**src/osc_pkg.sv**
```systemverilog
// ----------------------------------------------------------------------------
// osc_pkg
// Shared types and constants for the outline segment to cubic path converter.
// ----------------------------------------------------------------------------
package osc_pkg;

	// field widths
	localparam int PT_W      = 16;
	localparam int CFG_W     = 32;
	localparam int CFG_IDX_W = 3;
	localparam int COORD_W   = 48;
	localparam int QUOT_W    = COORD_W - 1;
	localparam int SUM_W     = COORD_W + 2;

	// divide-by-three split: a coordinate is cut into a signed high half and an
	// unsigned low half, each divided by a reciprocal multiply
	localparam int SPLIT        = COORD_W / 2;
	localparam int PQ_W         = SPLIT - 1;
	localparam int PROD_W       = 2 * CFG_W;
	localparam int RECIP3_SHIFT = CFG_W + 1;
	localparam logic [CFG_W-1:0] RECIP3      = 32'hAAAA_AAAB;
	localparam logic [SPLIT-1:0] THIRD_SPLIT = SPLIT'(((64'd1 << SPLIT) - 64'd1) / 64'd3);
	localparam logic [SPLIT:0]   HI_BIAS     = (SPLIT + 1)'(3) << (SPLIT - 2);
	localparam logic [PQ_W-1:0]  HI_BIAS_Q   = PQ_W'(1) << (SPLIT - 2);

	// segment kinds
	localparam logic [2:0] MODE_MOVE  = 3'd0;
	localparam logic [2:0] MODE_LINE  = 3'd1;
	localparam logic [2:0] MODE_QUAD  = 3'd2;
	localparam logic [2:0] MODE_CUBIC = 3'd3;
	localparam logic [2:0] MODE_END   = 3'd4;

	// path element codes
	localparam logic [1:0] CODE_MOVETO  = 2'd0;
	localparam logic [1:0] CODE_LINETO  = 2'd1;
	localparam logic [1:0] CODE_CURVETO = 2'd2;
	localparam logic [1:0] CODE_END     = 2'd3;

	// configuration register indexes
	localparam logic [CFG_IDX_W-1:0] REG_COEF_XX  = 3'd0;
	localparam logic [CFG_IDX_W-1:0] REG_COEF_XY  = 3'd1;
	localparam logic [CFG_IDX_W-1:0] REG_COEF_YX  = 3'd2;
	localparam logic [CFG_IDX_W-1:0] REG_COEF_YY  = 3'd3;
	localparam logic [CFG_IDX_W-1:0] REG_OFFSET_X = 3'd4;
	localparam logic [CFG_IDX_W-1:0] REG_OFFSET_Y = 3'd5;

	typedef struct packed {
		logic [2:0]              mode;
		logic signed [PT_W-1:0]  ctrl1_x;
		logic signed [PT_W-1:0]  ctrl1_y;
		logic signed [PT_W-1:0]  ctrl2_x;
		logic signed [PT_W-1:0]  ctrl2_y;
		logic signed [PT_W-1:0]  end_x;
		logic signed [PT_W-1:0]  end_y;
	} seg_t;

	typedef struct packed {
		logic [1:0]                path_code;
		logic signed [COORD_W-1:0] out_c1_x;
		logic signed [COORD_W-1:0] out_c1_y;
		logic signed [COORD_W-1:0] out_c2_x;
		logic signed [COORD_W-1:0] out_c2_y;
		logic signed [COORD_W-1:0] out_end_x;
		logic signed [COORD_W-1:0] out_end_y;
	} path_t;

	typedef struct packed {
		logic signed [CFG_W-1:0] coef_xx;
		logic signed [CFG_W-1:0] coef_xy;
		logic signed [CFG_W-1:0] coef_yx;
		logic signed [CFG_W-1:0] coef_yy;
		logic signed [CFG_W-1:0] offset_x;
		logic signed [CFG_W-1:0] offset_y;
	} xform_cfg_t;

	// load enables of the pipeline stages
	typedef struct packed {
		logic s1;
		logic s2;
		logic s3;
		logic s4;
		logic s5;
		logic s6;
		logic s7;
	} stage_en_t;

	// coordinate with its floor quotient and remainder by three, and x - q
	typedef struct packed {
		logic signed [COORD_W-1:0] x;
		logic signed [QUOT_W-1:0]  q;
		logic [1:0]                r;
		logic signed [COORD_W-1:0] a;
	} third_t;

endpackage

```
**src/osc_emit.sv**
```systemverilog
// ----------------------------------------------------------------------------
// osc_emit
// Final stage: holds the previous end point, drops repeated moves and lines,
// raises quadratics to cubics and loads the result register.
// ----------------------------------------------------------------------------
module osc_emit (
	input  logic                               clk,
	input  logic                               arst_n,
	input  osc_pkg::stage_en_t                 en,
	input  logic                               v_s6,
	input  logic [2:0]                         mode_s6,
	input  osc_pkg::third_t                    c_x,
	input  osc_pkg::third_t                    c_y,
	input  osc_pkg::third_t                    e_x,
	input  osc_pkg::third_t                    e_y,
	input  logic signed [osc_pkg::COORD_W-1:0] d_x,
	input  logic signed [osc_pkg::COORD_W-1:0] d_y,
	output logic                               path_valid,
	output osc_pkg::path_t                     path
);
	import osc_pkg::*;

	logic signed [COORD_W-1:0] prev_x_q, prev_y_q;
	logic signed [QUOT_W-1:0]  prev_qx_q, prev_qy_q;
	logic [1:0]                prev_rx_q, prev_ry_q;
	logic                      have_prev_q;
	logic                      dup, emit, upd, clr;
	path_t                     res;

	// c - trunc((c - s)/3) and c + trunc((e - c)/3) both reduce to
	// (c - floor(c/3)) + floor(other/3) plus a one-step correction
	function automatic logic signed [COORD_W-1:0] ctl_pt(
		input logic signed [COORD_W-1:0] a,
		input logic signed [QUOT_W-1:0]  q,
		input logic                      inc,
		input logic                      dec
	);
		return a + COORD_W'(q) + COORD_W'(inc) - COORD_W'(dec);
	endfunction

	// decide the result of the item in stage 6
	always_comb begin
		res  = '0;
		emit = 1'b0;
		upd  = 1'b0;
		clr  = 1'b0;
		dup  = have_prev_q && (e_x.x == prev_x_q) && (e_y.x == prev_y_q);
		case (mode_s6)
			MODE_MOVE: begin
				emit              = !dup;
				upd               = !dup;
				res.path_code     = CODE_MOVETO;
				res.out_end_x     = e_x.x;
				res.out_end_y     = e_y.x;
			end
			MODE_LINE: begin
				emit              = !dup;
				upd               = !dup;
				res.path_code     = CODE_LINETO;
				res.out_end_x     = e_x.x;
				res.out_end_y     = e_y.x;
			end
			MODE_QUAD: begin
				emit              = 1'b1;
				upd               = 1'b1;
				res.path_code     = CODE_CURVETO;
				res.out_c1_x      = ctl_pt(c_x.a, prev_qx_q, c_x.r < prev_rx_q,
					(c_x.x < prev_x_q) && (c_x.r != prev_rx_q));
				res.out_c1_y      = ctl_pt(c_y.a, prev_qy_q, c_y.r < prev_ry_q,
					(c_y.x < prev_y_q) && (c_y.r != prev_ry_q));
				res.out_c2_x      = ctl_pt(c_x.a, e_x.q,
					(e_x.x < c_x.x) && (e_x.r != c_x.r), e_x.r < c_x.r);
				res.out_c2_y      = ctl_pt(c_y.a, e_y.q,
					(e_y.x < c_y.x) && (e_y.r != c_y.r), e_y.r < c_y.r);
				res.out_end_x     = e_x.x;
				res.out_end_y     = e_y.x;
			end
			MODE_CUBIC: begin
				emit              = 1'b1;
				upd               = 1'b1;
				res.path_code     = CODE_CURVETO;
				res.out_c1_x      = c_x.x;
				res.out_c1_y      = c_y.x;
				res.out_c2_x      = d_x;
				res.out_c2_y      = d_y;
				res.out_end_x     = e_x.x;
				res.out_end_y     = e_y.x;
			end
			MODE_END: begin
				emit              = 1'b1;
				clr               = 1'b1;
				res.path_code     = CODE_END;
			end
			default: ;
		endcase
	end

	// track the last emitted end point
	always_ff @(posedge clk or negedge arst_n) begin
		if (!arst_n) begin
			prev_x_q    <= '0;
			prev_y_q    <= '0;
			prev_qx_q   <= '0;
			prev_qy_q   <= '0;
			prev_rx_q   <= '0;
			prev_ry_q   <= '0;
			have_prev_q <= 1'b0;
		end else if (en.s7 && v_s6) begin
			if (clr) begin
				prev_x_q    <= '0;
				prev_y_q    <= '0;
				prev_qx_q   <= '0;
				prev_qy_q   <= '0;
				prev_rx_q   <= '0;
				prev_ry_q   <= '0;
				have_prev_q <= 1'b0;
			end else if (upd) begin
				prev_x_q    <= e_x.x;
				prev_y_q    <= e_y.x;
				prev_qx_q   <= e_x.q;
				prev_qy_q   <= e_y.q;
				prev_rx_q   <= e_x.r;
				prev_ry_q   <= e_y.r;
				have_prev_q <= 1'b1;
			end
		end
	end

	// result register
	always_ff @(posedge clk or negedge arst_n) begin
		if (!arst_n) begin
			path_valid <= 1'b0;
		end else if (en.s7) begin
			path_valid <= v_s6 && emit;
		end
	end

	always_ff @(posedge clk) begin
		if (en.s7) begin
			path <= res;
		end
	end

endmodule
```
**config.mk**
```make
export PLATFORM = sky130hd
export DESIGN_NAME = osc_emit
export DESIGN_NICKNAME = d
export VERILOG_FILES = /design/src/osc_pkg.sv /design/src/osc_emit.sv
export SDC_FILE = /design/constraint.sdc
export NUM_CORES = 2
export LEC_CHECK = 0
export BUFFER_PORTS_ARGS = -buffer_cell sky130_fd_sc_hd__buf_2
export CORE_AREA = 4 4 383 385
export DETAILED_ROUTE_END_ITERATION = 12
export DIE_AREA = 0 0 387 389
export GPL_ROUTABILITY_DRIVEN = 0
export MAX_ROUTING_LAYER = met4
export PLACE_DENSITY = 0.56
export SLEW_MARGIN = 5
export SYNTH_ARGS = -nofsm -noshare
export SYNTH_HDL_FRONTEND = slang
export SYNTH_SLANG_ARGS = --single-unit
```
**constraint.sdc**
```tcl
create_clock -name clk -period 5.5 [get_ports clk]
set_clock_uncertainty 0.1 [all_clocks]
set_input_delay 0.275 -clock clk [delete_from_list [all_inputs] [get_ports clk]]
set_output_delay 0.275 -clock clk [all_outputs]
set_load 0.02 [all_outputs]
```
-- Word level (Yosys, flattened, before mapping)
Cells that the tools add are included.
- bitwise logic cells: 0
- reductions and logical operators: 16
- eq/ne operators: 10
- $add $sub $neg: 12
- muxes and demuxes: 19
- divide/modulo/power cells: 0
- shift operators: 0
- magnitude comparators: 8
- multipliers: 0
- operators by type and width (operator ; count):
    $pmux 192 s2 ; 1
    $add 48x1->48 ; 4
    $add 48x48->48 ; 4
    $lt 48x48->1 ; 4
    $mux 48 ; 4
    $sub 48x1->48 ; 4
    $mux 47 ; 4
    $eq 48x48->1 ; 2
    $logic_and 1x1->1 ; 8
    $lt 2x2->1 ; 4
    $mux 2 ; 4
    $ne 2x2->1 ; 4
    $eq 3x2->1 const B ; 2
    $pmux 2 s3 ; 1
    $pmux 1 s2 ; 2
    $reduce_or 2->1 ; 2
    $reduce_or 4->1 ; 1
    $eq 3x1->1 const B ; 1
    $eq 3x3->1 const B ; 1
    $logic_not 3->1 ; 1
    $mux 1 ; 3
    $reduce_or 3->1 ; 1
    $reduce_and 2->1 ; 1
    $reduce_bool 2->1 ; 1
    $logic_not 1->1 ; 1
- register bits after elaboration: 486
- memory bits (read-only): 0
- bits of input ports: 689
- memories kept: 0
- memory bits (writable): 0
- bits in latches: 0
- output and inout bits: 291

-- Depth between registers and ports, before layout
- word-level depth: 7
- gate-level depth with buffers: 25
- depth with buffers taken out: 25

-- Worst setup path before layout
Ideal clock, no wire load.
- path kind: reg-to-reg
- start: reg prev_x_q[17]
- end: reg path[286] (netlist bit), data pin
- required time: 5.137 ns
- arrival: 5.087 ns
- stages on the path, launching flop included: 26
- period minus slack after synthesis: 5.449 ns
- slack: 0.051 ns
- path through: dfrtp_1 inv_1 ha_1 a21oi_1 nor2b_1 o21ai_0 nand2b_1 a221oi_1 o221ai_1 a221o_1 o211ai_1 a221o_1 o21ai_0 ha_1 fa_1 fa_1 nor2b_1 o2111ai_1 a31o_2 a21oi_1 o21bai_1 a21oi_1 o21ai_1 o311ai_0 mux2i_1 nand3_1
- RTL lines (what ; RTL line ; source):
    start: declaration ; osc_emit.sv:23 ; logic signed [COORD_W-1:0] prev_x_q, prev_y_q;
    start signal: assignment ; osc_emit.sv:118 ; prev_x_q <= e_x.x;
    end signal: assignment ; osc_emit.sv:140 ; path <= res;
    end: declaration ; osc_emit.sv:19 ; output osc_pkg::path_t path

==> impl_metrics.py <==
metrics = {
    "outcome": {
        "outcome": "finished with violations",
        "violations": "negative setup slack",
    },
    "sta": {
        "hold_viol": 0,
        "finalCritPeriodShare_pct": 104,
        "fmax_mhz": 175,
        "tightestPinTransition_ps": 1070,
        "fin_crit_ps": 5710,
        "fin_tns_setup_ps": -1490,
        "rsz0062_at_grt": "yes",
        "drv_slew": 0,
        "final-setup-viol-count": 16,
        "postLayoutSetupSlackWorst_ps": -215,
        "relSlewSlack_pct": 26.7,
    },
    "pwr": {
        "p_int_uw": 10700,
        "switching_share_pct": 39.6,
        "power.switching_uw": 7000,
        "vdd_drop_max_mv": 0.235,
        "power.density_nw_per_um2": 313,
        "p_seq_share_pct": 26.0,
        "power.leakage_uw": 0.0284,
        "power_frac_clock_pct": 27.1,
        "comb_power_share_pct": 46.9,
        "total_power_uw": 17700,
    },
    "die": {
        "core-area_um2": 143000,
        "die_area_um2": 151000,
        "pin_count": 980,
        "die_x_um": 387,
        "rows": 139,
        "die_h_um": 389,
        "initial_utilization_pct": 28.0,
    },
    "detailed_routing": {
        "drc": 0,
        "antenna_left": 0,
        "drtIter0Drc": 3479,
        "via_per_inst": 4.93,
        "met2_length_mm": 86.8,
        "dr.pass1.iters": 7,
        "highest-signal-layer": "met4",
        "route.met3.wl_mm": 17.3,
        "vias": 40900,
        "wl_per_cell_um": 23.2,
        "finalWirelength_mm": 192,
        "wl_met1_mm": 80.5,
    },
    "clock_network": {
        "clk_latency_ps": 680,
        "clkSinkCount": 486,
        "cts_tree": "built",
        "cts_buffer_depth": 3,
        "cts_buffers": 69,
        "cts_root_buf": "clkbuf_16",
        "cts-htree-levels": 3,
        "clkTransAtPathRegs_ps": 60,
    },
    "global_route": {
        "antenna_found_initial": 52,
        "overflow": 0,
        "grt_pass1_vias": 39900,
        "grt_pass1_wl_mm": 272,
        "grt_max_degree": 140,
        "track_usage_pct": 25.3,
    },
    "synth": {
        "async_reset_ff_share_pct": 40.3,
        "synth-seq-cells": 486,
        "syn_inst": 4802,
        "yosysWarnings": 0,
        "ys_seq_area_share_pct": 34.0,
        "synth.distinct_cells": 77,
        "syn_area_per_cell_um2": 8.34,
        "syn-num-nets": 6067,
        "syn_area_um2": 40000,
        "ys.flop_type": "edfxtp_1",
        "synth_edf_count": 290,
    },
    "hold_path": {
        "hp-start": "c_y[129]",
        "hold_class": "input pin to flop",
    },
    "critical_path": {
        "crit_path_start": "prev_x_q[25]$_DFFE_PN0P_",
        "crit_type": "flop to flop",
        "cp-end-kind": "flop",
        "crit_path_max_fanout": 2,
        "cp_data_arrival_time_ps": 6020,
        "required_ps": 5810,
        "worst_setup_path_start_kind": "flop",
        "rr_startpoint": "prev_x_q[25]$_DFFE_PN0P_",
    },
    "layout": {
        "utilization_pct": 39.5,
        "drive_above_1_share_pct": 24.1,
        "syn_to_final_growth_pct": 41.0,
        "stdcell_count": 8297,
        "fin_nets": 7573,
    },
    "placed_design": {
        "numPortBuffers": 783,
        "hpwl_mm": 155,
        "dpl_worst_slack_ps": -1030,
        "dp_cells": 7756,
    },
    "flow_run": {
        "cap_violations": 0,
    },
}
## what timing repair did
item                       CTS  global route
hold endpoints to repair   564             0
gates cloned                 0             0
setup buffers               13            20
hold buffers               363             0
setup endpoints to repair   75           104
pin swaps                   53           100
gates resized for setup     79           168
## metrics by stage
| stage | hold slack, ps | area, um2 |
|---|---|---|
| finish | 65.3 | 56500 |
| global route | 51.0 | 56500 |
| CTS | 1.13 | 55600 |
| detailed placement | 263 | 49200 |
| global placement | 256 | 49200 |
| floorplan | -121 | 40000 |
## synthesized netlist by cell type (all sizes together), types with 73 or more instances
cell type  number  area (um2)
a21o          161        1210
a21oi         253        1270
clkbuf        145         547
dfrtp         196        4900
edfxtp        290        8710
ha            568        7110
inv           925        3470
nand2         675        2530
nand4          73         457
nor2          131         492
nor2b         108         676
o21ai         485        2440
xnor2         120        1050
xor2          125        1090
## area by class of cell
class                   instances  area (um2)
diodes                         29        72.6
clock buffers                  88        1930
well taps                    1903        2380
flip-flops and latches        486       13600
fillers                     14500       86700
clock inverters                40         439
multi-input cells            3216       23200
inverters                     925        3470
repair buffers               1610       11300
## sequential cells by signal (all words and copies together) (netlist names)
register,flops
path,290
prev_x_q,48
prev_y_q,48
prev_qx_q,47
prev_qy_q,47
prev_rx_q,2
prev_ry_q,2
have_prev_q,1
path_valid,1
## power groups by stage
stage	registers [uW]	logic (uW)	clock network [uW]
after global routing	4640	8980	5030
after CTS	4590	7870	4910
after global placement	4650	7400	0
after floorplan	4880	3840	0
final	4600	8310	4790
after detailed placement	4650	7450	0
## worst paths after layout
check | end | slack, ps | depth (start not counted)
max reg2reg | path[284]$_DFFE_PP_ | -210 | 26
min reg2reg | prev_qy_q[36]$_DFFE_PN0P_ | 380 | 2
min in group asynchronous | prev_x_q[15]$_DFFE_PN0P_ | 120 | 2
max in group asynchronous | prev_qy_q[43]$_DFFE_PN0P_ | 3980 | 3
min | path[224]$_DFFE_PP_ | 70 | 4
max | path[284]$_DFFE_PP_ | -210 | 26
## metal layers
layer  global-route usage, %  vias up
met5                       -        -
met2                    39.8     1881
met1                    32.0    19400
met3                    5.31      331
li1                        -    19300
met4                    9.67        0
## critical path, stage by stage, from the launching register on
cell and delay [ps]:
dfrtp_1 360, inv_2 60, ha_4 260, nand4_1 220, nor2_1 170, nand2_1 100
nor2_2 110, nand3_1 100, or4_1 440, o22ai_2 110, o211ai_1 140, a221o_1 360
o21ai_2 70, ha_1 260, fa_2 370, fa_2 400, nor2b_4 140, o2111ai_2 160
a31o_4 290, a21oi_4 170, o21bai_4 90, a21oi_4 190, o21ai_4 90, buf_6 150
a211oi_4 200, o21ai_1 90, a32o_1 260
## cells in the final DEF, fill, tap and decap left out, types with 15 or more instances in the layout
cell and n:
a21oi_1 227, xnor2_1 111, clkbuf_16 73, and3_1 18
o21a_1 23, nand3_1 36, nor2_1 123, o22ai_1 31
dfrtp_1 196, nor2b_1 106, inv_1 917, nand2_1 670
o21ai_0 413, o21bai_1 28, nor3_1 24, nor4_1 28
buf_4 451, ha_1 559, a21o_1 161, xor2_1 120
diode_2 29, a31oi_1 16, nand2b_1 34, buf_2 768
a211oi_1 18, nand4_1 73, o21ai_1 52, a22o_1 23
o21ai_2 16, a21oi_2 22, clkinv_2 15, o211ai_1 16
dlygate4sd3_1 357, edfxtp_1 290
## kinds of logic after synthesis
family,share of synthesized area [%]
and+or+nand+nor,13.5
AOI/OAI and AO/OA,18.3
xor gates and xnor gates,5.36
muxes,0.187
adders and majority gates,18.1
buffers and inverters,10.4
DFF,34.0
Power figures use the tool's default switching activity.
