`config.mk`:
```
export PLATFORM = sky130hd
export DESIGN_NAME = osc_div3
export DESIGN_NICKNAME = d
export VERILOG_FILES = /design/src/osc_pkg.sv /design/src/osc_div3.sv
export SDC_FILE = /design/constraint.sdc
export NUM_CORES = 1
export LEC_CHECK = 0
export ABC_AREA = 1
export BUFFER_PORTS_ARGS = -buffer_cell sky130_fd_sc_hd__buf_2
export CELL_PAD_IN_SITES_DETAIL_PLACEMENT = 1
export CELL_PAD_IN_SITES_GLOBAL_PLACEMENT = 2
export CORE_ASPECT_RATIO = 0.5
export CORE_MARGIN = 2
export CORE_UTILIZATION = 40
export CTS_BUF_LIST = sky130_fd_sc_hd__clkbuf_8 sky130_fd_sc_hd__clkbuf_16
export CTS_CLUSTER_DIAMETER = 200
export CTS_CLUSTER_SIZE = 24
export DETAILED_ROUTE_END_ITERATION = 10
export GPL_TIMING_DRIVEN = 0
export MAX_ROUTING_LAYER = met4
export PLACE_DENSITY = 0.85
export SLEW_MARGIN = 0
export SYNTH_ARGS = -nofsm -noshare
export SYNTH_HDL_FRONTEND = slang
export SYNTH_SLANG_ARGS = --single-unit
export TNS_END_PERCENT = 50
```
`constraint.sdc`:
```
create_clock -name clk -period 8.91 [get_ports clk]
set_input_delay 1.3365 -clock clk [delete_from_list [all_inputs] [get_ports clk]]
set_output_delay 1.3365 -clock clk [all_outputs]
set_load 0.01 [all_outputs]
```
`src/osc_pkg.sv`:
```
// ----------------------------------------------------------------------------
// osc_pkg
// Shared types and constants for the outline segment to cubic path converter.
// ----------------------------------------------------------------------------
package osc_pkg;

	// field widths
	localparam int PT_W      = 16;
	localparam int CFG_W     = 32;
	localparam int CFG_IDX_W = 3;
	localparam int COORD_W   = 48;
	localparam int QUOT_W    = COORD_W - 1;
	localparam int SUM_W     = COORD_W + 2;

	// divide-by-three split: a coordinate is cut into a signed high half and an
	// unsigned low half, each divided by a reciprocal multiply
	localparam int SPLIT        = COORD_W / 2;
	localparam int PQ_W         = SPLIT - 1;
	localparam int PROD_W       = 2 * CFG_W;
	localparam int RECIP3_SHIFT = CFG_W + 1;
	localparam logic [CFG_W-1:0] RECIP3      = 32'hAAAA_AAAB;
	localparam logic [SPLIT-1:0] THIRD_SPLIT = SPLIT'(((64'd1 << SPLIT) - 64'd1) / 64'd3);
	localparam logic [SPLIT:0]   HI_BIAS     = (SPLIT + 1)'(3) << (SPLIT - 2);
	localparam logic [PQ_W-1:0]  HI_BIAS_Q   = PQ_W'(1) << (SPLIT - 2);

	// segment kinds
	localparam logic [2:0] MODE_MOVE  = 3'd0;
	localparam logic [2:0] MODE_LINE  = 3'd1;
	localparam logic [2:0] MODE_QUAD  = 3'd2;
	localparam logic [2:0] MODE_CUBIC = 3'd3;
	localparam logic [2:0] MODE_END   = 3'd4;

	// path element codes
	localparam logic [1:0] CODE_MOVETO  = 2'd0;
	localparam logic [1:0] CODE_LINETO  = 2'd1;
	localparam logic [1:0] CODE_CURVETO = 2'd2;
	localparam logic [1:0] CODE_END     = 2'd3;

	// configuration register indexes
	localparam logic [CFG_IDX_W-1:0] REG_COEF_XX  = 3'd0;
	localparam logic [CFG_IDX_W-1:0] REG_COEF_XY  = 3'd1;
	localparam logic [CFG_IDX_W-1:0] REG_COEF_YX  = 3'd2;
	localparam logic [CFG_IDX_W-1:0] REG_COEF_YY  = 3'd3;
	localparam logic [CFG_IDX_W-1:0] REG_OFFSET_X = 3'd4;
	localparam logic [CFG_IDX_W-1:0] REG_OFFSET_Y = 3'd5;

	typedef struct packed {
		logic [2:0]              mode;
		logic signed [PT_W-1:0]  ctrl1_x;
		logic signed [PT_W-1:0]  ctrl1_y;
		logic signed [PT_W-1:0]  ctrl2_x;
		logic signed [PT_W-1:0]  ctrl2_y;
		logic signed [PT_W-1:0]  end_x;
		logic signed [PT_W-1:0]  end_y;
	} seg_t;

	typedef struct packed {
		logic [1:0]                path_code;
		logic signed [COORD_W-1:0] out_c1_x;
		logic signed [COORD_W-1:0] out_c1_y;
		logic signed [COORD_W-1:0] out_c2_x;
		logic signed [COORD_W-1:0] out_c2_y;
		logic signed [COORD_W-1:0] out_end_x;
		logic signed [COORD_W-1:0] out_end_y;
	} path_t;

	typedef struct packed {
		logic signed [CFG_W-1:0] coef_xx;
		logic signed [CFG_W-1:0] coef_xy;
		logic signed [CFG_W-1:0] coef_yx;
		logic signed [CFG_W-1:0] coef_yy;
		logic signed [CFG_W-1:0] offset_x;
		logic signed [CFG_W-1:0] offset_y;
	} xform_cfg_t;

	// load enables of the pipeline stages
	typedef struct packed {
		logic s1;
		logic s2;
		logic s3;
		logic s4;
		logic s5;
		logic s6;
		logic s7;
	} stage_en_t;

	// coordinate with its floor quotient and remainder by three, and x - q
	typedef struct packed {
		logic signed [COORD_W-1:0] x;
		logic signed [QUOT_W-1:0]  q;
		logic [1:0]                r;
		logic signed [COORD_W-1:0] a;
	} third_t;

endpackage

```
`src/osc_div3.sv`:
```
// ----------------------------------------------------------------------------
// osc_div3
// Floor division of one signed coordinate by three over stages 4 to 6.
// The high and low halves are divided by reciprocal multiplies, the partial
// quotients and remainders are merged, and x - q is formed for the control
// point arithmetic downstream.
// ----------------------------------------------------------------------------
module osc_div3 (
	input  logic                               clk,
	input  osc_pkg::stage_en_t                 en,
	input  logic signed [osc_pkg::COORD_W-1:0] x_s3,
	output osc_pkg::third_t                    d_s6
);
	import osc_pkg::*;

	logic [SPLIT:0]            hb;
	logic [SPLIT-1:0]          lo;
	logic [PROD_W-1:0]         hp, lp;
	logic [PQ_W-1:0]           qh_s4, ql_s4;
	logic [1:0]                hlo_s4, llo_s4;
	logic signed [COORD_W-1:0] x_s4, x_s5;
	logic [1:0]                rh, rl;
	logic signed [PQ_W-1:0]    qhs;
	logic [SPLIT-1:0]          rh_part;
	logic [2:0]                rsum;
	logic                      wrap;
	logic signed [QUOT_W-1:0]  q, q_s5;
	logic [1:0]                r, r_s5;

	// bias the signed high half positive, then multiply by the reciprocal
	assign hb = {x_s3[COORD_W-1], x_s3[COORD_W-1:SPLIT]} + HI_BIAS;
	assign lo = x_s3[SPLIT-1:0];
	assign hp = PROD_W'(hb) * PROD_W'(RECIP3);
	assign lp = PROD_W'(lo) * PROD_W'(RECIP3);

	always_ff @(posedge clk) begin
		if (en.s4) begin
			qh_s4  <= hp[RECIP3_SHIFT +: PQ_W];
			ql_s4  <= lp[RECIP3_SHIFT +: PQ_W];
			hlo_s4 <= hb[1:0];
			llo_s4 <= lo[1:0];
			x_s4   <= x_s3;
		end
	end

	// recover half remainders and merge the halves; 2^SPLIT is one more
	// than a multiple of three
	assign rh  = 2'(hlo_s4 - 2'(qh_s4[1:0] * 2'd3));
	assign rl  = 2'(llo_s4 - 2'(ql_s4[1:0] * 2'd3));
	assign qhs = qh_s4 - HI_BIAS_Q;

	always_comb begin
		case (rh)
			2'd1:    rh_part = THIRD_SPLIT;
			2'd2:    rh_part = THIRD_SPLIT << 1;
			default: rh_part = '0;
		endcase
	end

	assign rsum = 3'(rh) + 3'(rl);
	assign wrap = (rsum >= 3'd3);
	assign q    = {qhs, {SPLIT{1'b0}}} + QUOT_W'(ql_s4) + QUOT_W'(rh_part) + QUOT_W'(wrap);
	assign r    = wrap ? 2'(rsum - 3'd3) : rsum[1:0];

	always_ff @(posedge clk) begin
		if (en.s5) begin
			q_s5 <= q;
			r_s5 <= r;
			x_s5 <= x_s4;
		end
	end

	// hold quotient, remainder and x - q
	always_ff @(posedge clk) begin
		if (en.s6) begin
			d_s6.x <= x_s5;
			d_s6.q <= q_s5;
			d_s6.r <= r_s5;
			d_s6.a <= x_s5 - COORD_W'(q_s5);
		end
	end

endmodule

```
# Yosys cells after proc, flatten, opt, wreduce, memory -nomap -nowiden
# Index checks and enable logic that the tools add are counted.
dict set report word_totals {
  ff_bits 340
  output_inout_bits 145
  latchBits 0
  mem_bits_rw 0
  romBits 0
  mem_count 0
  wordCells 31
  inputBits 56
}
dict set report classes {
  shifts 0
  mul 4
  div_mod_pow 0
  mux 2
  n_bitwise 0
  order_cmp 1
  reduce_logical 0
  n_eq_ne 2
  n_addsub 10
}
# op count
set op_table {}
lappend op_table {{$mul 24x32->56 const B} 1}
lappend op_table {{$mul 25x32->56 const B} 1}
lappend op_table {{$pmux 24 s2} 1}
lappend op_table {{$sub 48x47->48} 1}
lappend op_table {{$add 47x1->47} 1}
lappend op_table {{$add 47x23->47} 1}
lappend op_table {{$add 47x24->47} 1}
lappend op_table {{$add 25x24->25 const B} 1}
lappend op_table {{$sub 23x23->23 const B} 1}
lappend op_table {{$mul 2x1->2 const B} 2}
lappend op_table {{$sub 2x2->2} 2}
lappend op_table {{$add 2x2->3} 1}
lappend op_table {{$ge 3x2->1 const B} 1}
lappend op_table {{$eq 2x1->1 const B} 1}
lappend op_table {{$eq 2x2->1 const B} 1}
lappend op_table {{$mux 2} 1}
lappend op_table {{$sub 2x2->2 const B} 1}

# Depth between registers and ports, before layout
# Gate-level depths: netlist of the first run.
dict set report depth {
  word_depth 6
  depth_mapped 30
  ltp_nobuf 30
}

# Worst setup path before layout of the first run
# No wires, ideal clock.
dict set report synth_path {
  path_kind {input-to-reg}
  start {input x_s3[0] (netlist bit)}
  end {register ql_s4[19], data pin}
  slack_ps 1986
  setup_ps 252
  stages 25
  t_arrival_ps 6672
  required_ps 8658
  path_buffers 0
  cell_sequence {ha_1 inv_1 fa_1 inv_1 fa_1 inv_1 fa_1 inv_1 fa_1 fa_1 inv_1 fa_1 inv_1 ha_1 nand2_1 nor2_1 inv_1 nor2_1 nand2_1 nor3_1 nand2_1 nand2_1 nand2_1 nand3_1 nand2_1}
}
dict set report synth_between {
  elab_chain_len 1
}
# element line_no
set synth_lines {}
lappend synth_lines {{from (decl)} osc_div3.sv:11} ;# input logic signed [osc_pkg::COORD_W-1:0] x_s3,
lappend synth_lines {{$mul 24x32->56} osc_div3.sv:34} ;# assign lp = PROD_W'(lo) * PROD_W'(RECIP3);
lappend synth_lines {{via lp[52]} osc_div3.sv:18} ;# logic [PROD_W-1:0] hp, lp;
lappend synth_lines {{to (signal assigned)} osc_div3.sv:39} ;# ql_s4 <= lp[RECIP3_SHIFT +: PQ_W];
lappend synth_lines {{to (decl)} osc_div3.sv:19} ;# logic [PQ_W-1:0] qh_s4, ql_s4;
# The timed path passes the listed nets, and every way through them passes these cells.
# A chain may end at the register's enable or synchronous reset.

# Final worst setup path of the first run
dict set report layout_path {
  start {input x_s3[2] (netlist bit)}
  end {register ql_s4[19], data pin}
}
# The elaborated chain is that of the path after synthesis.

==> out/metrics.cfg, run 1 <==
[run_status]
status = completed

[global_routing]
grt-ovfl-total = 0
groute.usage.overall_pct = 26.3
grt_pass1_wl_mm = 182
grt_pass1_vias = 30700
antenna_found_initial = 6
grt_max_degree = 90

[worst_setup_path]
end_kind = flop
critPathMaxFanout = 5
reg2reg_depth = 21
crit_path_start_kind = primary input
crit_top_cell = nand2_1
criticalPathCategory = in -> reg
arrival_ns = 7.91
required_ns = 9.20
r2r_start = qh_s4[0]
r2r_setup_slack_ns = 3.72
cp_slowest_cell = fa_1
max_stage_delay_ns = 0.82
reg2reg_to = q_s5[32]

[cells_and_area]
area_delta_synth_final_pct = 8.28
nNetsFinal = 5284
nFillCells = 10800
fin_cells = 5591
seq_area_mm2 = 0.0101
drive_gt1_share_pct = 5.92
multiInputGateArea_mm2 = 0.0226
num_antenna_cells = 0

[cts]
cts_setup_buffers = 0
cts_buffers = 17
clkTransAtPathRegs_ns = 0.09
cts_resized = 0
clockBufferDepth = 3
htreeDepth = 1
cts_hold_buf = 0
cts_root_buf = clkbuf_16
clock_latency_ns = 0.54
tritoncts_num_sinks = 336
tritoncts = done

[sta]
tightest_slew_ns = 1.10
slew_violations = 0
relSlewSlack_pct = 26.3
fmax_ghz = 0.131
rsz0062_at_grt = no
finalSetupViolations = 0
layout_worst_path_cycle_share_pct = 85.5
period_needed_ns = 7.62
tns_ns = 0
hold_violations = 0
skew_ns = 0.0270

[floorplan]
start_util_pct = 40.2
rows = 78
pin_count = 201
die_x_um = 430
die_area_mm2 = 0.0935
die_h_um = 217
core_mm2 = 0.0904

[route]
drc_errors = 0
wire_per_inst_um = 21.3
antenna_left = 0
viasPerCell = 5.09
vias = 28500
routed_wl_mm = 119
first_iter_violations = 1445
firstDrtPassIters = 5

[logic_synthesis]
synth_most_common_cell = inv_1
synthTopCellsByArea = edfxtp_1 28%, fa_1 19%, ha_1 17%
netlist_instances = 4174
ys_seq_elements = 336
syn_area_mm2 = 0.0364
synth_edf_count = 336
synth_fp_nets = 5066
ys_async_sr_fraction_pct = 0
synth_commonest_cells = 970 x inv_1, 796 x nand2_1, 488 x ha_1, 348 x fa_1, 344 x nor2_1
synth_warnings = 0
avgSynthCellArea_um2 = 8.71
synth_ff_type = edfxtp_1
synth_top_area_share_pct = 27.8
synthDistinctLibCells = 39
seq_area_frac_synth_pct = 27.8
yosys.area.top_type = edfxtp_1

[worst_hold_path]
whs_path_depth = 0
min_from = x_s4[30]
min_to = x_s5[30]
hp-class = reg -> reg

[place]
port_buffers = 196
place_congestion = 0.962
hpwl_mm = 106
dp.cells = 5573

[flow_run]
maxCapViolCount = 0

[placed cells by master (no fill, tap or decap), types with 6 or more instances in the layout]
master and count:
nand4_1 62, nor2_2 7, fa_1 348, nand3b_1 6, xor2_1 77, o21ai_0 140, nor3_2 6, nand3_1 147
nor2_1 344, nor4_1 8, clkbuf_16 17, a21oi_1 240, nor3_1 54, o21bai_1 35, a21o_1 19, edfxtp_1 336
o21a_1 8, xnor2_1 21, ha_1 488, a21boi_0 12, buf_2 193, nand2_1 796, inv_1 970, nand2_2 12
[sequential cells by signal (all words and copies together) (netlist names)]
register,count
d_s6,145
q_s5,47
ql_s4,23
x_s5,48
llo_s4,1
x_s4,46
qh_s4,23
r_s5,2
hlo_s4,1
[metal layers]
| metal | part of all wire [%] | routed length [µm] | GRT usage, % | vias up |
|---|---|---|---|---|
| li1 | - | - | - | 13700 |
| met1 | 43 | 50900 | 32.1 | 14200 |
| met2 | 52 | 61800 | 47.9 | 411 |
| met3 | 2.4 | 2900 | 1.12 | 121 |
| met4 | 2.9 | 3420 | 6.82 | 0 |
| met5 | 0 | 0 | - | - |
[cell type report]
| cell class | count | share of cell area (%) |
|---|---|---|
| timing repair buffer | 199 | 2.73 |
| clock inverter | 1 | 0.0222 |
| inverter | 975 | 9.30 |
| sequential | 336 | 25.6 |
| tap | 1200 | 3.81 |
| clock buffer | 17 | 1.08 |
| multi-input combinational | 2863 | 57.4 |
[worst max path at each step]
stage                 start         to
floorplan           x_s3[0]  ql_s4[19]
CTS                 x_s3[2]  ql_s4[19]
detailed placement  x_s3[2]  ql_s4[19]
finish              x_s3[2]  ql_s4[19]
global route        x_s3[2]  ql_s4[19]
global placement    x_s3[2]  ql_s4[19]
[per-stage QoR]
stage	setup WS [ns]	hold WS [ns]	area, µm²	util [%]
after detailed placement	0.700	0.405	38900	43.1
after global placement	0.771	0.401	38800	43.0
after global routing	0.851	0.431	39400	43.6
final	1.29	0.424	39400	43.6
after floorplan	1.99	0.400	36400	-
after CTS	1.26	0.425	39400	43.6
[cells by family (layout without fill, tap and decap cells)]
| family | count (synthesis) | after routing | synth area share [%] |
|---|---|---|---|
| buffers and inverters | 975 | 1192 | 10.1 |
| and+or+nand+nor | 1458 | 1458 | 16.7 |
| xor gates and xnor gates | 99 | 99 | 2.44 |
| AOI/OAI and AO/OA | 470 | 470 | 7.07 |
| adders and majority gates | 836 | 836 | 36.0 |
| DFF | 336 | 336 | 27.8 |
[worst max-delay path, delay by kind of cell]
kind                     cells  cell delay (ns)
adder cells (fa/ha/maj)      8             4.33
buffers and inverters        8             0.84
AO/OA/AOI/OAI                1             0.36
AND/OR/NAND/NOR             10             1.02
Power of run 1 is not shown: default switching activity piles up to over one toggle a cycle in this logic, so the estimate is an artifact.
==> inputs of run 2 (changes only) <==
--- a/config.mk
+++ b/config.mk
@@ -5,20 +5,19 @@
 export SDC_FILE = /design/constraint.sdc
 export NUM_CORES = 1
 export LEC_CHECK = 0
-export ABC_AREA = 1
 export BUFFER_PORTS_ARGS = -buffer_cell sky130_fd_sc_hd__buf_2
 export CELL_PAD_IN_SITES_DETAIL_PLACEMENT = 1
 export CELL_PAD_IN_SITES_GLOBAL_PLACEMENT = 2
 export CORE_ASPECT_RATIO = 0.5
 export CORE_MARGIN = 2
-export CORE_UTILIZATION = 40
+export CORE_UTILIZATION = 43
 export CTS_BUF_LIST = sky130_fd_sc_hd__clkbuf_8 sky130_fd_sc_hd__clkbuf_16
-export CTS_CLUSTER_DIAMETER = 200
 export CTS_CLUSTER_SIZE = 24
 export DETAILED_ROUTE_END_ITERATION = 10
 export GPL_TIMING_DRIVEN = 0
 export MAX_ROUTING_LAYER = met4
 export PLACE_DENSITY = 0.85
+export RECOVER_POWER = 50
 export SLEW_MARGIN = 0
 export SYNTH_ARGS = -nofsm -noshare
 export SYNTH_HDL_FRONTEND = slang
==> out/metrics.cfg, run 2 <==
[logic_synthesis]
ys_seq_elements = 336
ys_async_sr_fraction_pct = 0
synth_commonest_cells = 634 x inv_1, 488 x ha_1, 348 x fa_1, 336 x edfxtp_1, 140 x a21oi_1
synth_warnings = 0
synth_most_common_cell = inv_1
synthDistinctLibCells = 70
avgSynthCellArea_um2 = 11.4
syn_area_mm2 = 0.0317
synth_edf_count = 336
synthTopCellsByArea = edfxtp_1 32%, fa_1 22%, ha_1 19%
synth_top_area_share_pct = 31.9
synth_ff_type = edfxtp_1
netlist_instances = 2778
synth_fp_nets = 3670
seq_area_frac_synth_pct = 31.9
yosys.area.top_type = edfxtp_1

[sta]
hold_violations = 0
tns_ns = 0
tightest_slew_ns = 5.62
rsz0062_at_grt = no
skew_ns = 0.0359
relSlewSlack_pct = -274
layout_worst_path_cycle_share_pct = 93.9
period_needed_ns = 8.37
fmax_ghz = 0.119
slew_violations = 345
finalSetupViolations = 0

[worst_hold_path]
hp-class = reg -> reg
min_from = x_s4[26]
min_to = x_s5[26]
whs_path_depth = 0

[place]
port_buffers = 196
hpwl_mm = 65.4
place_congestion = 0.908

[floorplan]
die_x_um = 388
pin_count = 201
die_area_mm2 = 0.0759
rows = 70
start_util_pct = 43.4
core_mm2 = 0.0730
die_h_um = 196

[worst_setup_path]
arrival_ns = 8.66
end_kind = flop
critPathMaxFanout = 5
max_stage_delay_ns = 0.70
required_ns = 9.20
cp_slowest_cell = xnor2_1
crit_path_start_kind = primary input
reg2reg_to = q_s5[34]
r2r_start = qh_s4[0]
criticalPathCategory = in -> reg
crit_top_cell = fa_1
reg2reg_depth = 21
r2r_setup_slack_ns = 1.94
worstPathCellList = clkbuf_1, ha_1, fa_1, fa_1, fa_1, xnor2_1, xnor2_1, inv_1, fa_1, inv_1, fa_1, inv_1, ha_1, nand4_1, nor2_1, nand2_1, nor4b_2, o2111ai_1, o2111ai_1, a31oi_1, o31ai_1, a21oi_1, xnor2_1

[cells_and_area]
final_cell_mix = 644 x inv_1, 488 x ha_1, 346 x fa_1
largest_reg_flops = 145
nFillCells = 7907
seq_area_mm2 = 0.0101
multiInputGateArea_mm2 = 0.0191
final_common_cell = inv_1
nNetsFinal = 3906
area_delta_synth_final_pct = 10.5
top_regs = d_s6 x145, x_s5 x48, q_s5 x47
top_register = d_s6
drive_gt1_share_pct = 7.45

[route]
antenna_left = 0
vias = 20600
drc_errors = 0
firstDrtPassIters = 5
routed_wl_mm = 76.7
first_iter_violations = 846
wire_per_inst_um = 19.1
viasPerCell = 5.13

[cts]
cts_root_buf = clkbuf_16
clockBufferDepth = 3
tritoncts_num_sinks = 336
cts_buffers = 34
cts_setup_buffers = 0
htreeDepth = 2
tritoncts = done
cts_resized = 0
clock_latency_ns = 0.56
clkTransAtPathRegs_ns = 0.07
cts_hold_buf = 0

[global_routing]
antenna_found_initial = 1
grt_pass1_wl_mm = 125
groute.usage.overall_pct = 21.5
grt_pass1_vias = 23100
grt-ovfl-total = 0
grt_max_degree = 106

[flow_run]
maxCapViolCount = 6

[run_status]
status = finished with violations
violations = max-capacitance violations, max-slew violations

run 2: changes by cell type in the layout (fill, tap and decap cells not counted), sizes merged, moves of 61 or more:
| cell | before | now |
|---|---|---|
| nand2 | 810 | 81 |
| a21o | 19 | 80 |
| a21oi | 242 | 141 |
| nand3 | 149 | 39 |
| xnor2 | 22 | 106 |
| o21ai | 148 | 71 |
| clkbuf | 17 | 97 |
| nor2 | 352 | 86 |
| inv | 976 | 645 |
run 2: layout make-up:
class / count / share of cell area, %
inverter: 634 / 6.80
antenna: 1 / 0.00715
sequential: 336 / 28.8
timing repair buffer: 200 / 2.78
multi-input combinational: 1786 / 54.7
clock buffer: 35 / 2.50
clock inverter: 22 / 0.655
buffer: 22 / 0.240
tap: 972 / 3.48
run 2: cell families (layout without fill, tap and decap cells):
logic type | after synthesis | after routing | synth area share [%]
AO/OA/AOI/OAI | 446 | 446 | 9.35
XOR/XNOR | 153 | 153 | 4.23
adder cells (fa/ha/maj) | 836 | 836 | 41.3
buffers and inverters | 656 | 913 | 7.78
flip-flops | 336 | 336 | 31.9
multiplexers | 1 | 1 | 0.0316
other | 0 | 1 | 0
AND/OR/NAND/NOR | 350 | 350 | 5.43
run 2: per-stage QoR:
stage | hold WS (ns) | setup WS, ns | instance area, µm² | cells | utilization [%]
3_3_place_gp | 0.400 | -0.338 | 33900 | 3946 | 46.4
4_1_cts | 0.418 | 0.163 | 35100 | 4007 | 48.1
5_1_grt | 0.427 | 0.0687 | 35000 | 4008 | 47.9
6_report | 0.417 | 0.541 | 35000 | 4008 | 47.9
3_5_place_dp | 0.405 | -0.402 | 34000 | 3950 | 46.6
2_1_floorplan | 0.400 | 1.16 | 31700 | 2778 | -
run 2: worst max-delay path by stage:
stage	from	end	cells past startpoint
floorplan	x_s3[25]	qh_s4[18]	24
detailed placement	x_s3[2]	ql_s4[22]	25
CTS	x_s3[2]	ql_s4[22]	25
finish	x_s3[11]	ql_s4[22]	23
global route	x_s3[33]	qh_s4[20]	22
global placement	x_s3[2]	ql_s4[22]	25
run 2: worst max-delay path: cells and delay by family:
| kind | cells | cell delay (ns) |
|---|---|---|
| fa+ha+maj | 7 | 3.40 |
| compound gates | 5 | 1.25 |
| xor+xnor | 3 | 1.07 |
| simple gates | 4 | 0.97 |
| buf+inv | 4 | 0.62 |
run 2: metal layers:
layer	up-vias	track usage (%)	part of all wire [%]
li1	9836	-	-
met1	10400	26.9	44
met2	277	37.8	51
met3	85	2.42	2.8
met4	0	4.62	2.2
met5	-	-	0
Power of run 2 is left out for the same reason.
